File: src/design/pmu_pkg.sv
// Shared types, register indexes and a saturation helper function for the particle motion update block.
package pmu_pkg;

  localparam int DataW = 32;
  localparam int DirW = 16;
  localparam int SlotW = 6;
  localparam int SumW = 52;
  localparam logic [15:0] DirOne = 16'd16384;
  localparam int SqrtIters = 32;
  localparam int DivIters = 45;

  localparam logic [2:0] REG_MODE = 3'd0;
  localparam logic [2:0] REG_LOOP = 3'd1;
  localparam logic [2:0] REG_PIVOT_X = 3'd2;
  localparam logic [2:0] REG_PIVOT_Y = 3'd3;
  localparam logic [2:0] REG_PIVOT_Z = 3'd4;
  localparam logic [2:0] REG_COUNT = 3'd5;

  localparam logic [1:0] MODE_DROP = 2'd0;
  localparam logic [1:0] MODE_SPREAD = 2'd1;
  localparam logic [1:0] MODE_GATHER = 2'd2;

  localparam logic CMD_LOAD = 1'b0;
  localparam logic CMD_TICK = 1'b1;

  typedef enum logic [3:0] {
    OP_NONE,
    OP_CAPTURE,
    OP_NORM,
    OP_SQUARE,
    OP_ACC,
    OP_SQRT_INIT,
    OP_SQRT_STEP,
    OP_DIV_INIT,
    OP_DIV_STEP,
    OP_DIV_END,
    OP_LOAD_WR,
    OP_READ,
    OP_STEP_MUL,
    OP_MOVE_MUL,
    OP_UPDATE
  } op_t;

  typedef struct packed {
    op_t op;
    logic [1:0] axis;
  } dp_cmd_t;

  typedef struct packed {
    logic iter_last;
    logic count_zero;
    logic last_item;
  } dp_stat_t;

  typedef struct packed {
    logic [1:0] mode;
    logic loop_en;
    logic signed [31:0] pivot_x;
    logic signed [31:0] pivot_y;
    logic signed [31:0] pivot_z;
    logic [6:0] count;
  } cfg_t;

  typedef struct packed {
    logic signed [31:0] cur_x;
    logic signed [31:0] cur_y;
    logic signed [31:0] cur_z;
    logic [31:0] elapsed;
    logic [31:0] life;
    logic [31:0] speed;
    logic signed [31:0] org_x;
    logic signed [31:0] org_y;
    logic signed [31:0] org_z;
    logic signed [15:0] dir_x;
    logic signed [15:0] dir_y;
    logic signed [15:0] dir_z;
  } particle_t;

  function automatic logic signed [31:0] sat32(input logic signed [SumW-1:0] v);
    logic signed [SumW-1:0] hi;
    logic signed [SumW-1:0] lo;
    hi = SumW'(64'sd2147483647);
    lo = -SumW'(64'sd2147483648);
    if (v > hi) begin
      return 32'sh7FFFFFFF;
    end else if (v < lo) begin
      return 32'sh80000000;
    end
    return v[31:0];
  endfunction

endpackage

File: src/design/pmu_ctrl.sv
// Controller state machine that sequences loads and tick runs.
module pmu_ctrl
  import pmu_pkg::*;
(
  input  logic     clk,
  input  logic     rst,
  input  logic     start,
  input  logic     cmd,
  input  dp_stat_t stat,
  output logic     busy,
  output dp_cmd_t  dcmd
);

  typedef enum logic [13:0] {
    S_IDLE      = 14'b00000000000001,
    S_NORM      = 14'b00000000000010,
    S_SQ        = 14'b00000000000100,
    S_ACC       = 14'b00000000001000,
    S_SQRT_INIT = 14'b00000000010000,
    S_SQRT      = 14'b00000000100000,
    S_DIV_INIT  = 14'b00000001000000,
    S_DIV       = 14'b00000010000000,
    S_DIV_END   = 14'b00000100000000,
    S_LOAD_WR   = 14'b00001000000000,
    S_TK_READ   = 14'b00010000000000,
    S_TK_MUL    = 14'b00100000000000,
    S_TK_MOVE   = 14'b01000000000000,
    S_TK_UPD    = 14'b10000000000000
  } state_t;

  state_t state, state_next;
  logic [1:0] axis, axis_next;

  always_ff @(posedge clk) begin
    if (rst) begin
      state <= S_IDLE;
      axis <= 2'd0;
    end else begin
      state <= state_next;
      axis <= axis_next;
    end
  end

  assign busy = (state != S_IDLE);

  always_comb begin
    state_next = state;
    axis_next = axis;
    dcmd.op = OP_NONE;
    dcmd.axis = axis;
    case (state)
      S_IDLE: begin
        if (start) begin
          dcmd.op = OP_CAPTURE;
          state_next = (cmd == CMD_LOAD) ? S_NORM : S_TK_READ;
        end
      end
      S_NORM: begin
        dcmd.op = OP_NORM;
        axis_next = 2'd0;
        state_next = S_SQ;
      end
      S_SQ: begin
        dcmd.op = OP_SQUARE;
        axis_next = axis + 2'd1;
        if (axis == 2'd2) begin
          state_next = S_ACC;
        end
      end
      S_ACC: begin
        dcmd.op = OP_ACC;
        state_next = S_SQRT_INIT;
      end
      S_SQRT_INIT: begin
        dcmd.op = OP_SQRT_INIT;
        state_next = S_SQRT;
      end
      S_SQRT: begin
        dcmd.op = OP_SQRT_STEP;
        if (stat.iter_last) begin
          axis_next = 2'd0;
          state_next = S_DIV_INIT;
        end
      end
      S_DIV_INIT: begin
        dcmd.op = OP_DIV_INIT;
        state_next = S_DIV;
      end
      S_DIV: begin
        dcmd.op = OP_DIV_STEP;
        if (stat.iter_last) begin
          state_next = S_DIV_END;
        end
      end
      S_DIV_END: begin
        dcmd.op = OP_DIV_END;
        axis_next = axis + 2'd1;
        state_next = (axis == 2'd2) ? S_LOAD_WR : S_DIV_INIT;
      end
      S_LOAD_WR: begin
        dcmd.op = OP_LOAD_WR;
        state_next = S_IDLE;
      end
      S_TK_READ: begin
        if (stat.count_zero) begin
          state_next = S_IDLE;
        end else begin
          dcmd.op = OP_READ;
          state_next = S_TK_MUL;
        end
      end
      S_TK_MUL: begin
        dcmd.op = OP_STEP_MUL;
        axis_next = 2'd0;
        state_next = S_TK_MOVE;
      end
      S_TK_MOVE: begin
        dcmd.op = OP_MOVE_MUL;
        axis_next = axis + 2'd1;
        if (axis == 2'd2) begin
          state_next = S_TK_UPD;
        end
      end
      S_TK_UPD: begin
        dcmd.op = OP_UPDATE;
        state_next = stat.last_item ? S_IDLE : S_TK_READ;
      end
      default: begin
        state_next = S_IDLE;
      end
    endcase
  end

endmodule

File: config.mk
export PLATFORM = sky130hd
export DESIGN_NAME = pmu_ctrl
export DESIGN_NICKNAME = d
export VERILOG_FILES = /design/src/design/pmu_pkg.sv /design/src/design/pmu_ctrl.sv
export SDC_FILE = /design/constraint.sdc
export NUM_CORES = 1
export LEC_CHECK = 0
export ABC_AREA = 0
export BUFFER_PORTS_ARGS = -buffer_cell sky130_fd_sc_hd__buf_4
export CORE_ASPECT_RATIO = 0.9
export CORE_UTILIZATION = 39
export DETAILED_ROUTE_END_ITERATION = 16
export MAX_ROUTING_LAYER = met4
export PLACE_DENSITY = 0.59
export REMOVE_ABC_BUFFERS = 1
export SLEW_MARGIN = 20
export SYNTH_ARGS = -nofsm -noshare
export SYNTH_HDL_FRONTEND = slang
export SYNTH_SLANG_ARGS = --single-unit
File: constraint.sdc
create_clock -name clk -period 2.7 [get_ports clk]
set_clock_uncertainty 0.2 [all_clocks]
set_input_delay 0 -clock clk [delete_from_list [all_inputs] [get_ports clk]]
set_output_delay 0 -clock clk [all_outputs]
set_load 0.1 [all_outputs]
# Word-level counts from Yosys, hierarchy flattened
# Cells that the tools add are included.
[totals]
register_bits = 16
inputBits = 7
output_inout_bits = 7
wordCells = 44
[classes]
add_sub_neg = 1
n_eq_ne = 21
muxes = 15
n_reduce_logical = 5
[ops]
columns = ["cell", "n"]
rows = [
  ["$pmux 14 s13", 1],
  ["$mux 14", 5],
  ["$pmux 4 s14", 1],
  ["$mux 11", 2],
  ["$eq 14x1->1 const B", 1],
  ["$eq 14x10->1 const B", 1],
  ["$eq 14x11->1 const B", 1],
  ["$eq 14x12->1 const B", 1],
  ["$eq 14x13->1 const B", 1],
  ["$eq 14x14->1 const B", 1],
  ["$eq 14x2->1 const B", 1],
  ["$eq 14x3->1 const B", 1],
  ["$eq 14x4->1 const B", 1],
  ["$eq 14x5->1 const B", 1],
  ["$eq 14x6->1 const B", 1],
  ["$eq 14x7->1 const B", 1],
  ["$eq 14x8->1 const B", 1],
  ["$eq 14x9->1 const B", 1],
  ["$ne 14x1->1 const B", 1],
  ["$mux 12", 1],
  ["$mux 10", 1],
  ["$ne 2x2->1 const B", 5],
  ["$pmux 2 s3", 1],
  ["$reduce_and 5->1", 1],
  ["other kinds (9)", 9],
]

# Logic depth before layout (Yosys ltp)
[logic_depth]
depth_word = 4
ltp_mapped = 9
mapped_depth_nobuf = 7

# Worst setup path after synthesis
# OpenSTA, ideal clock, no wires.
[synth_path]
path_type = "register to output"
from = "register state[3]"
to = "output dcmd[2] (netlist name)"
arrival_time_ps = 2640
required_ps = 2500
path_slack_ps = -140
stages_incl_launch_ff = 6
n_path_buf = 1
cell_sequence = "dfxtp_1 -> buf_6 -> nor4_4 -> and2_4 -> nand3_1 -> o2111ai_1"
[synth_lines]
columns = ["item", "line", "source"]
rows = [
  ["start: declaration", "pmu_ctrl.sv:31", "state_t state, state_next;"],
  ["start signal: assignment", "pmu_ctrl.sv:39", "state <= state_next;"],
  ["end: declaration", "pmu_ctrl.sv:11", "output dp_cmd_t dcmd"],
]

==> metrics <==
status complete, no violations; Avg Cell Area, Syn 8.84 sq um; fin. max-slew vios 0; Yosys reg bits 16; CP endpoint kind output pin; EDFF count, synth 0; number of DRC markers in iteration 0 39; P&R area growth vs syn 17.9%; Arr. time, crit path roughly 2400 ps; post-synth top area share 0.257; Setup crit start kind register; crit-path max FO 8; # setup viols final 0; cell row count 19; sequential share of the synthesized area 0.257; Tcrit/Tclk final 0.978; number of CTS-inserted buffers 3; post-route ant nets 0; Clock Tree Buf Depth 2; CTS tree done; die height 55.6 um; Tot GR Track Use 0.208; TritonRoute pass-1 iters 4; die area 3430 sq um; worst slew margin relative to its limit 0.699; crit-path cells nor4_4 > buf_4 > nand4b_1 > or3_1 > nand4_1 > buf_6; die width roughly 62 um; wire length of the first global-routing pass 5110 um; final hold vios 0; Syn. warnings 0; CP max-delay cell or3_1; port bufs 13; WL final 3170 um; share of layout cells above drive strength 1 0.282; most frequent cells in the layout 16 x dfxtp_1, 13 x nor2_1, 12 x buf_4; clock sink total 16; max frequency 0.379 GHz; Synth area leader dfxtp_1; number of antenna violations at the first check in global routing 0; Top Usage Layer GRT met2; hold crit path type input port to register; max cap viols 0; Largest stage delay, worst path approximately 480 ps; Layout Cell Area excl Fill 1470 sq um; Initial Util 0.410; Clk Latency, worst-skew pair 300 ps; most common cell after layout, fill and taps aside dfxtp_1; Nets 165; synthesized instance count 141; P_leak ~0.54 nW; routability congestion estimate 0.967; Detailed Place HPWL roughly 2400 um; met3 usage 0.0419; total power 0.000709 W; routed via count 1104; critical path type register to output pin; top post-synthesis cells by area dfxtp_1 26%, nor4_4 6.8%, nor2_1 3.9%; Pwr Density 482 nW/um^2; Worst-Margin Slew around 450 ps; Worst Hold Slack 201 ps; met2 global-route usage 0.293; DR WL/cell around 16 um; main flop type after synthesis dfxtp_1; worst endpoint required time 2500 ps; H-tree Lvls 1; Post-synth ARST share 0; Clock transition at path regs around 100 ps; Core Box Area 3040 sq um; Syn Std Cell Area 1250 sq um; Final min period 2640 ps; DRC violations left 0; Cell variety after synth 55; grt total ovfl 0; vias in the first global route 1085; ports placed on the boundary 14; largest net degree at the start of global routing 13; clk root buf clkbuf_4; Post-Place Cell Area 1330 sq um; met1 usage in global routing 0.291; Ant. Diodes 0; worst IR drop on VDD 0.422 mV; vias per inst 5.58
[power by group]
group	internal (W)	switching (W)	total, W
registers	0.000244	0.0000213	0.000265
clock network	0.0000823	0.0000831	0.000165
logic	0.0000952	0.000183	0.000278
[worst max-delay path, delay by kind of cell, from the launching register on]
kind / cells / cell delay, ps
simple gates: 4 / 1250
flops: 1 / 440
buf+inv: 2 / 440
[layer usage]
metal / vias up / routed length (um)
met5: - / 0
met4: 0 / 79
met3: 8 / 202
met2: 35 / 1390
met1: 508 / 1500
li1: 553 / -
[per-stage QoR]
step	std cells	setup slack (ps)	util	setup TNS, ps
2_1_floorplan	130	-146	-	-196
3_3_place_gp	185	418	0.435	0
3_5_place_dp	185	422	0.435	0
4_1_cts	197	70.5	0.474	0
5_1_grt	198	-15.2	0.483	-29.5
6_report	198	59.8	0.483	0
[final cells by class]
type	instances	area, sq um
clock buffer	4	36.3
fill	302	1570
inverter	6	25.0
multi-input combinational	108	842
sequential	16	320
tap	42	52.6
timing repair buffer	22	193
[sequential cells by signal, summed over array words and instances (netlist names)]
register  count
state        14
axis          2
[path summary, 6_finish.rpt]
path                            cells after the start  endpoint      from  slack (ps)
worst max-delay path                                6   dcmd[4]  state[1]          60
worst min-delay path                                3  state[1]       cmd         200
worst max register to register                      6   axis[0]  state[1]         100
worst min register to register                      2   axis[1]   axis[1]         410
[synthesized netlist by cell type (2+ instances only)]
cell type and instances:
a211oi_1 2, and2_1 2, and3_1 2, and4_1 2, buf_2 5, buf_6 3
clkbuf_1 2, dfxtp_1 16, inv_1 5, nand2_1 7, nand3_1 6, nand4_1 3
nand4b_1 3, nor2_1 13, nor2_2 4, nor2b_1 5, nor3_1 3, nor3_2 4
nor3b_1 2, nor4_1 3, nor4_4 4, nor4b_1 3, o2111ai_1 2, o21ai_1 3
or2_2 2, or2b_1 2, or3_1 2, xnor2_1 4
[cell families (layout without fill, tap and decap cells)]
kind of cell    Yosys count  in the layout  synth area share
mux                       1              1           0.00803
xor+xnor                  5              5            0.0351
fa+ha+maj                 1              1            0.0100
compound gates           21             21             0.158
flops                    16             16             0.257
simple gates             80             80             0.455
buf+inv                  17             32            0.0773
[what timing repair did]
action,in CTS,in global routing
hold endpoints to repair,10,0
resized for setup,0,5
hold buffers,8,0
endpoints found under the setup margin,0,3
buffers inserted,0,1
No activity file was read; power rests on OpenSTA's default activity.
